[config.mk]
export PLATFORM = sky130hd
export DESIGN_NAME = tracker_pattern_command_decoder
export DESIGN_NICKNAME = d
export VERILOG_FILES = /design/src/design/tpcd_pkg.sv /design/src/design/tracker_pattern_command_decoder.sv
export SDC_FILE = /design/constraint.sdc
export NUM_CORES = 1
export LEC_CHECK = 0
export BUFFER_PORTS_ARGS = -buffer_cell sky130_fd_sc_hd__buf_2
export CORE_UTILIZATION = 40
export DETAILED_ROUTE_END_ITERATION = 12
export REMOVE_ABC_BUFFERS = 1
export SETUP_SLACK_MARGIN = 0.2
export SYNTH_ARGS = -nofsm -noshare
export SYNTH_HDL_FRONTEND = slang
export SYNTH_SLANG_ARGS = --single-unit
export TNS_END_PERCENT = 1
[constraint.sdc]
create_clock -name clk -period 4 [get_ports clk]
set_input_delay 0.2 -clock clk [delete_from_list [all_inputs] [get_ports clk]]
set_output_delay 0.2 -clock clk [all_outputs]
set_load 0.005 [all_outputs]
[src/design/tpcd_pkg.sv]
// Shared types and constants of the tracker pattern command decoder.
package tpcd_pkg;

  typedef enum logic [3:0] {
    EV_SAMPLE     = 4'd0,
    EV_REST       = 4'd1,
    EV_NOTE       = 4'd2,
    EV_ENV_OFF    = 4'd3,
    EV_ENVELOPE   = 4'd4,
    EV_QUIT       = 4'd5,
    EV_ORNAMENT   = 4'd6,
    EV_VOLUME     = 4'd7,
    EV_TEMPO      = 4'd8,
    EV_GLISS      = 4'd9,
    EV_NOTE_GLISS = 4'd10,
    EV_GLISS_OFF  = 4'd11,
    EV_NOISE_ADD  = 4'd12
  } event_kind_t;

  // Command whose operand bytes are being collected.
  typedef enum logic [5:0] {
    PEND_NONE   = 6'b000001,
    PEND_ENV    = 6'b000010,
    PEND_TEMPO  = 6'b000100,
    PEND_GLISS  = 6'b001000,
    PEND_NGLISS = 6'b010000,
    PEND_NOISE  = 6'b100000
  } pend_t;

  localparam logic [7:0] CMD_NONE       = 8'h00;
  localparam logic [7:0] CMD_NOISE_LO   = 8'h01;
  localparam logic [7:0] CMD_NOISE_HI   = 8'h0B;
  localparam logic [7:0] CMD_GLISS_OFF  = 8'h0C;
  localparam logic [7:0] CMD_NGLISS     = 8'h0D;
  localparam logic [7:0] CMD_GLISS      = 8'h0E;
  localparam logic [7:0] CMD_TEMPO      = 8'h0F;
  localparam logic [7:0] CMD_VOLUME_LO  = 8'h10;
  localparam logic [7:0] CMD_VOLUME_HI  = 8'h1F;
  localparam logic [7:0] CMD_SKIP_LO    = 8'h20;
  localparam logic [7:0] CMD_SKIP_HI    = 8'h5F;
  localparam logic [7:0] CMD_ORN_LO     = 8'h60;
  localparam logic [7:0] CMD_ORN_HI     = 8'h6F;
  localparam logic [7:0] CMD_QUIT       = 8'h70;
  localparam logic [7:0] CMD_ENV_LO     = 8'h71;
  localparam logic [7:0] CMD_ENV_HI     = 8'h7E;
  localparam logic [7:0] CMD_ENV_OFF    = 8'h7F;
  localparam logic [7:0] CMD_NOTE_LO    = 8'h80;
  localparam logic [7:0] CMD_NOTE_HI    = 8'hDF;
  localparam logic [7:0] CMD_REST       = 8'hE0;
  localparam logic [7:0] CMD_SAMPLE_LO  = 8'hE1;
  localparam logic [7:0] CMD_SAMPLE_HI  = 8'hFF;

  localparam logic [1:0] OPS_ONE   = 2'd1;
  localparam logic [1:0] OPS_TWO   = 2'd2;
  localparam logic [1:0] OPS_THREE = 2'd3;

endpackage

[src/design/tracker_pattern_command_decoder.sv]
// Top level of the tracker pattern command decoder.
//
//   channel  direction  handshake            payload
//   in_      input      in_valid / in_ready  in_cmd_byte
//   out_     output     out_valid/out_ready  out_event_kind, out_small_value,
//                                            out_signed_value, out_word_value,
//                                            out_line_end, out_lines_to_wait
//
// One request per cycle sustained while results are taken; a byte passes from
// the input register through decode into the result register.
// Skip/zero commands and the early operand bytes of envelope and note-glissando commands are consumed without a result.
// Reset (rst_n low, synchronous) clears both stages and the operand state.
// A stalled result holds the result register; the input register still
// takes one more request, then in_ready drops until the result is taken.
module tracker_pattern_command_decoder (
  input  logic               clk,
  input  logic               rst_n,
  input  logic               in_valid,
  output logic               in_ready,
  input  logic [7:0]         in_cmd_byte,
  output logic               out_valid,
  input  logic               out_ready,
  output logic [3:0]         out_event_kind,
  output logic [7:0]         out_small_value,
  output logic signed [7:0]  out_signed_value,
  output logic [15:0]        out_word_value,
  output logic               out_line_end,
  output logic [5:0]         out_lines_to_wait
);
  import tpcd_pkg::*;

  logic        byte_valid_r;
  logic [7:0]  byte_r;

  pend_t       pend_r, pend_nxt;
  logic [1:0]  left_r, left_nxt;
  logic [1:0]  left_dec;
  logic [7:0]  held_sgn_r, held_sgn_nxt;
  logic [7:0]  held_low_r, held_low_nxt;
  logic [5:0]  skip_r, skip_nxt;
  logic [5:0]  skip_diff;

  logic        out_valid_r;
  event_kind_t kind_r;
  logic [7:0]  small_r;
  logic [7:0]  sgn_r;
  logic [15:0] word_r;
  logic        line_end_r;
  logic [5:0]  wait_r;

  logic        advance;
  logic        take;
  logic        res_valid;
  event_kind_t res_kind;
  logic [7:0]  res_small;
  logic [7:0]  res_sgn;
  logic [15:0] res_word;
  logic        res_line_end;

  assign advance  = !out_valid_r || out_ready;
  assign take     = byte_valid_r && advance;
  assign in_ready = !byte_valid_r || advance;

  assign left_dec  = left_r - 2'd1;
  assign skip_diff = byte_r[5:0] - CMD_SKIP_LO[5:0];

  always_comb begin
    pend_nxt     = pend_r;
    left_nxt     = left_r;
    held_sgn_nxt = held_sgn_r;
    held_low_nxt = held_low_r;
    skip_nxt     = skip_r;
    res_valid    = 1'b0;
    res_kind     = EV_SAMPLE;
    res_small    = 8'd0;
    res_sgn      = 8'd0;
    res_word     = 16'd0;
    res_line_end = 1'b0;

    if (left_r != 2'd0 && pend_r != PEND_NONE) begin
      // operand byte: count down, drop the pending command on the last one
      left_nxt = left_dec;
      if (left_dec == 2'd0) begin
        pend_nxt = PEND_NONE;
      end
      case (pend_r)
        PEND_TEMPO: begin
          res_valid = 1'b1;
          res_kind  = EV_TEMPO;
          res_small = byte_r;
        end
        PEND_GLISS: begin
          res_valid = 1'b1;
          res_kind  = EV_GLISS;
          res_sgn   = byte_r;
        end
        PEND_NOISE: begin
          res_valid = 1'b1;
          res_kind  = EV_NOISE_ADD;
          res_sgn   = byte_r;
        end
        PEND_ENV: begin
          if (left_r == OPS_TWO) begin
            held_low_nxt = byte_r;
          end else begin
            res_valid = 1'b1;
            res_kind  = EV_ENVELOPE;
            res_small = held_sgn_r;
            res_word  = {byte_r, held_low_r};
          end
        end
        PEND_NGLISS: begin
          if (left_r == OPS_THREE) begin
            held_sgn_nxt = byte_r;
          end else if (left_r == OPS_TWO) begin
            held_low_nxt = byte_r;
          end else begin
            res_valid = 1'b1;
            res_kind  = EV_NOTE_GLISS;
            res_sgn   = held_sgn_r;
            res_word  = {byte_r, held_low_r};
          end
        end
        default: begin
          pend_nxt = PEND_NONE;
          left_nxt = 2'd0;
        end
      endcase
    end else begin
      pend_nxt = PEND_NONE;
      left_nxt = 2'd0;
      case (byte_r) inside
        CMD_NONE: begin
        end
        [CMD_NOISE_LO:CMD_NOISE_HI]: begin
          pend_nxt = PEND_NOISE;
          left_nxt = OPS_ONE;
        end
        CMD_GLISS_OFF: begin
          res_valid = 1'b1;
          res_kind  = EV_GLISS_OFF;
        end
        CMD_NGLISS: begin
          pend_nxt = PEND_NGLISS;
          left_nxt = OPS_THREE;
        end
        CMD_GLISS: begin
          pend_nxt = PEND_GLISS;
          left_nxt = OPS_ONE;
        end
        CMD_TEMPO: begin
          pend_nxt = PEND_TEMPO;
          left_nxt = OPS_ONE;
        end
        [CMD_VOLUME_LO:CMD_VOLUME_HI]: begin
          res_valid = 1'b1;
          res_kind  = EV_VOLUME;
          res_small = byte_r - CMD_VOLUME_LO;
        end
        [CMD_SKIP_LO:CMD_SKIP_HI]: begin
          skip_nxt = skip_diff;
        end
        [CMD_ORN_LO:CMD_ORN_HI]: begin
          res_valid = 1'b1;
          res_kind  = EV_ORNAMENT;
          res_small = byte_r - CMD_ORN_LO;
        end
        CMD_QUIT: begin
          res_valid    = 1'b1;
          res_kind     = EV_QUIT;
          res_line_end = 1'b1;
        end
        [CMD_ENV_LO:CMD_ENV_HI]: begin
          held_sgn_nxt = byte_r - CMD_QUIT;
          pend_nxt     = PEND_ENV;
          left_nxt     = OPS_TWO;
        end
        CMD_ENV_OFF: begin
          res_valid = 1'b1;
          res_kind  = EV_ENV_OFF;
        end
        [CMD_NOTE_LO:CMD_NOTE_HI]: begin
          res_valid    = 1'b1;
          res_kind     = EV_NOTE;
          res_small    = byte_r - CMD_NOTE_LO;
          res_line_end = 1'b1;
        end
        CMD_REST: begin
          res_valid    = 1'b1;
          res_kind     = EV_REST;
          res_line_end = 1'b1;
        end
        [CMD_SAMPLE_LO:CMD_SAMPLE_HI]: begin
          res_valid = 1'b1;
          res_kind  = EV_SAMPLE;
          res_small = byte_r - CMD_REST;
        end
        default: begin
        end
      endcase
    end
  end

  // input register
  always_ff @(posedge clk) begin
    if (!rst_n) begin
      byte_valid_r <= 1'b0;
    end else if (in_ready) begin
      byte_valid_r <= in_valid;
    end
  end

  always_ff @(posedge clk) begin
    if (in_valid && in_ready) begin
      byte_r <= in_cmd_byte;
    end
  end

  // operand collection state
  always_ff @(posedge clk) begin
    if (!rst_n) begin
      pend_r     <= PEND_NONE;
      left_r     <= 2'd0;
      held_sgn_r <= 8'd0;
      held_low_r <= 8'd0;
      skip_r     <= 6'd0;
    end else if (take) begin
      pend_r     <= pend_nxt;
      left_r     <= left_nxt;
      held_sgn_r <= held_sgn_nxt;
      held_low_r <= held_low_nxt;
      skip_r     <= skip_nxt;
    end
  end

  // result register
  always_ff @(posedge clk) begin
    if (!rst_n) begin
      out_valid_r <= 1'b0;
    end else if (advance) begin
      out_valid_r <= take && res_valid;
    end
  end

  always_ff @(posedge clk) begin
    if (take && res_valid) begin
      kind_r     <= res_kind;
      small_r    <= res_small;
      sgn_r      <= res_sgn;
      word_r     <= res_word;
      line_end_r <= res_line_end;
      wait_r     <= res_line_end ? skip_r : 6'd0;
    end
  end

  assign out_valid         = out_valid_r;
  assign out_event_kind    = kind_r;
  assign out_small_value   = small_r;
  assign out_signed_value  = sgn_r;
  assign out_word_value    = word_r;
  assign out_line_end      = line_end_r;
  assign out_lines_to_wait = wait_r;

endmodule

==> run_results.csv <==
group,metric,value,unit
yosys,synth.top_cell.area_share,35.6,%
layout,fin_nets,479,
yosys,async_reset_ff_share,0,%
power_and_ir_drop,seq_power_share,55.1,%
clock_tree,cts_tree,"yes",
die,ios,57,
die,core_area,10400,sq um
yosys,synth_compound_area_share,16.2,%
clock_tree,htree_levels,3,
global_routing,grt_pass1_wl,16400,microns
clock_tree,cts_buffer_depth,2,
detailed_routing,vias,3291,
yosys,yosys_warnings,0,
yosys,synthCells,407,
sta,finalSetupViolations,0,
status,status,"completed",
yosys,synth_seq_cells,83,
placement,hpwl,7040,microns
layout,area_delta_synth_final,14.0,%
setup_path,cp_data_required_time,4.09,ns
yosys,yosys.area_share.simple,20.5,%
power_and_ir_drop,switching_share,23.2,%
global_routing,antenna_found_initial,0,
layout,utilization,47.3,%
layout,mostFrequentLayoutCells,"buf_2 (56), edfxtp_1 (51), nor2_1 (44)",
power_and_ir_drop,finalPower,1.74,mW
detailed_routing,wirelength,10100,microns
power_and_ir_drop,p_sw,405,uW
layout,antenna_cells,0,
sta,whs,0.0155,ns
die,die_y,106,microns
sta,fin_crit,2.95,ns
power_and_ir_drop,pwr-share-clk,36.6,%
power_and_ir_drop,p_leak,1.83,nW
sta,fmax,339,MHz
global_routing,overflow,0,
global_routing,grt_use_total,19.1,%
min_path,holdPathStages,1,
setup_path,path_class,"reg -> reg",
sta,rsz0062_at_grt,"no",
min_path,hold_start,"in_cmd_byte[6]",
layout,fillCellCount,1007,
yosys,muxShareOfSynthArea,4.45,%
sta,tightest_slew,1.05,ns
sta,min_period_over_period,73.8,%
setup_path,crit_cells,8,
layout,drive_gt1_share,22.6,%
die,initial_core_util,41.5,%
setup_path,path_cells,"inv_1 > ha_1 > nand2_1 > a2bb2oi_1 > a21oi_1 > o311ai_0 > nand3_2 > buf_4",
global_routing,grt_max_degree,28,
yosys,yosys.cell_types.count,70,
sta,hold_viol_final,0,
setup_path,slowest_delay,0.71,ns
clock_tree,path_clk_slew,0.08,ns
yosys,synth_top_family_by_area,"simple AND/OR/NAND/NOR gates",
detailed_routing,dr.pass1.iters,4,
yosys,seq_area_frac_synth,50.5,%
sta,fin_skew,0.00719,ns
yosys,ys.flop_type,"edfxtp_1",
power_and_ir_drop,vdd_drop_max,0.155,mV
layout,layout_commonest_cell,"buf_2",
flow_run,cap_viol_max_count,0,
min_path,hold_class,"in -> reg",
setup_path,reg2reg_depth,8,
yosys,ys_top_cells_by_area,"edfxtp_1 (36%), dfxtp_1 (15%), mux2i_1 (4.2%), nor2_1 (3.8%), and2_1 (3.8%)",
yosys,avgSynthCellArea,10.6,sq um
detailed_routing,drtIter0Drc,269,
min_path,min_to,"byte_r[6]$_DFFE_PP_",
power_and_ir_drop,combPwrFrac,8.3,%
sta,maxSlewViolCount,0,
setup_path,arrival,3.04,ns
setup_path,critical_path.top_delay_family,"compound AO/OA/AOI/OAI gates",
placement,gp_congestion,0.876,
detailed_routing,route.detailed.drc,0,
yosys,synth_xor_area_share,1.22,%
detailed_routing,post_drt_wl_per_cell,17.0,microns
yosys,synthAdderAreaFrac,3.20,%
setup_path,critical_path.slowest_cell,"edfxtp_1",
detailed_routing,postRouteAntennaNets,0,
die,die_x,106,microns
setup_path,endpoint_kind,"flop",
die,die-area,11200,sq um
setup_path,reg2reg_slack,1.05,ns
setup_path,reg2reg_to,"out_small_value[7]$_DFFE_PP_",
clock_tree,clock_sinks,83,
sta,fin_tns_setup,0,ns
sta,maxSlewHeadroom,30.1,%
clock_tree,clockRootBuffer,"clkbuf_8",
detailed_routing,via_per_inst,5.51,
yosys,synth-edff-count,51,
power_and_ir_drop,powerDensity,355,nW/um^2
yosys,yosys.area.top_type,"edfxtp_1",
die,rows,37,
yosys,syn-cell-area,4300,sq um
global_routing,grt_pass1_vias,3149,
setup_path,crit_path_start_kind,"flop",
setup_path,r2r_start,"byte_r[4]$_DFFE_PP_",
placement,port_buffers,56,
setup_path,cp_max_fo,25,
clock_tree,cts_buffers,9,
power_and_ir_drop,power.internal,1.34,mW
clock_tree,clkLatencyLatePin,0.36,ns
setup_path,crit_buf_inv,2,
-- cell families (layout without fill, tap and decap cells) --
group	after synthesis	count (layout)
compound gates	92	92
xor+xnor	6	6
fa+ha+maj	11	11
buf+inv	37	91
flops	83	83
mux	19	19
simple gates	159	159
-- cell usage after synthesis (11+ instances only) --
| cell type | instances |
|---|---|
| a21oi_1 | 18 |
| a22oi_1 | 13 |
| and2_1 | 26 |
| clkbuf_1 | 13 |
| dfxtp_1 | 32 |
| edfxtp_1 | 51 |
| ha_1 | 11 |
| mux2i_1 | 18 |
| nand2_1 | 24 |
| nand3_1 | 23 |
| nor2_1 | 44 |
| o21ai_0 | 11 |
-- state kept, by name, indices dropped and copies added, names as in the netlist, 4 cells and up --
name,cells
byte_r,8
pend_r,6
held_sgn_r,8
out_small_value,8
out_word_value,16
out_event_kind,4
skip_r,6
out_lines_to_wait,6
out_signed_value,8
held_low_r,8
-- routing by layer --
metal / track usage (%) / share of wire, % / vias up
li1: - / - / 1600
met1: 26.2 / 47 / 1543
met2: 29.5 / 44 / 128
met3: 3.46 / 6.0 / 20
met4: 7.84 / 2.4 / 0
met5: 0 / 0 / -
-- through the flow --
stage | instance area [sq um] | instances | setup slack, ns
3_3_place_gp | 4670 | 579 | 1.11
2_1_floorplan | 4170 | 381 | 0.398
3_5_place_dp | 4670 | 579 | 1.08
6_report | 4900 | 597 | 1.05
5_1_grt | 4900 | 597 | 0.725
4_1_cts | 4900 | 597 | 1.04
-- cell type report --
cell class	instances	area [sq um]	area share, %
clock buffers	11	131	2.68
clock inverters	5	77.6	1.58
inverters	11	41.3	0.842
multi-input cells	287	1960	40.1
flip-flops and latches	83	2170	44.3
well taps	136	170	3.47
repair buffers	64	345	7.04
-- repair_timing --
item | in CTS | in global routing
gates resized for setup | 0 | 0
hold buffers | 2 | 0
endpoints found under the hold margin | 2 | 0
buffers inserted | 0 | 0
-- worst max path at each step --
stage | from | endpoint | slack [ns]
6_report | byte_r[4]$_DFFE_PP_ | out_small_value[7]$_DFFE_PP_ | 1.05
3_3_place_gp | byte_r[4]$_DFFE_PP_ | out_small_value[7]$_DFFE_PP_ | 1.11
4_1_cts | byte_r[4]$_DFFE_PP_ | out_small_value[7]$_DFFE_PP_ | 1.04
2_1_floorplan | pend_r[5]$_SDFFE_PN0P_ | out_event_kind[0]$_DFFE_PP_ | 0.40
5_1_grt | byte_r[4]$_DFFE_PP_ | out_word_value[13]$_SDFFCE_PN0P_ | 0.72
3_5_place_dp | byte_r[4]$_DFFE_PP_ | out_small_value[7]$_DFFE_PP_ | 1.08
-- power by group through the flow --
| stage | clock [mW] | combinational [mW] | sequential [mW] |
|---|---|---|---|
| 2_1_floorplan | 0 | 0.0916 | 0.972 |
| 3_3_place_gp | 0 | 0.144 | 0.977 |
| 3_5_place_dp | 0 | 0.143 | 0.978 |
| 4_1_cts | 0.663 | 0.145 | 0.959 |
| 5_1_grt | 0.685 | 0.161 | 0.963 |
| 6_report | 0.638 | 0.145 | 0.959 |
Power figures use the tool's default switching activity.
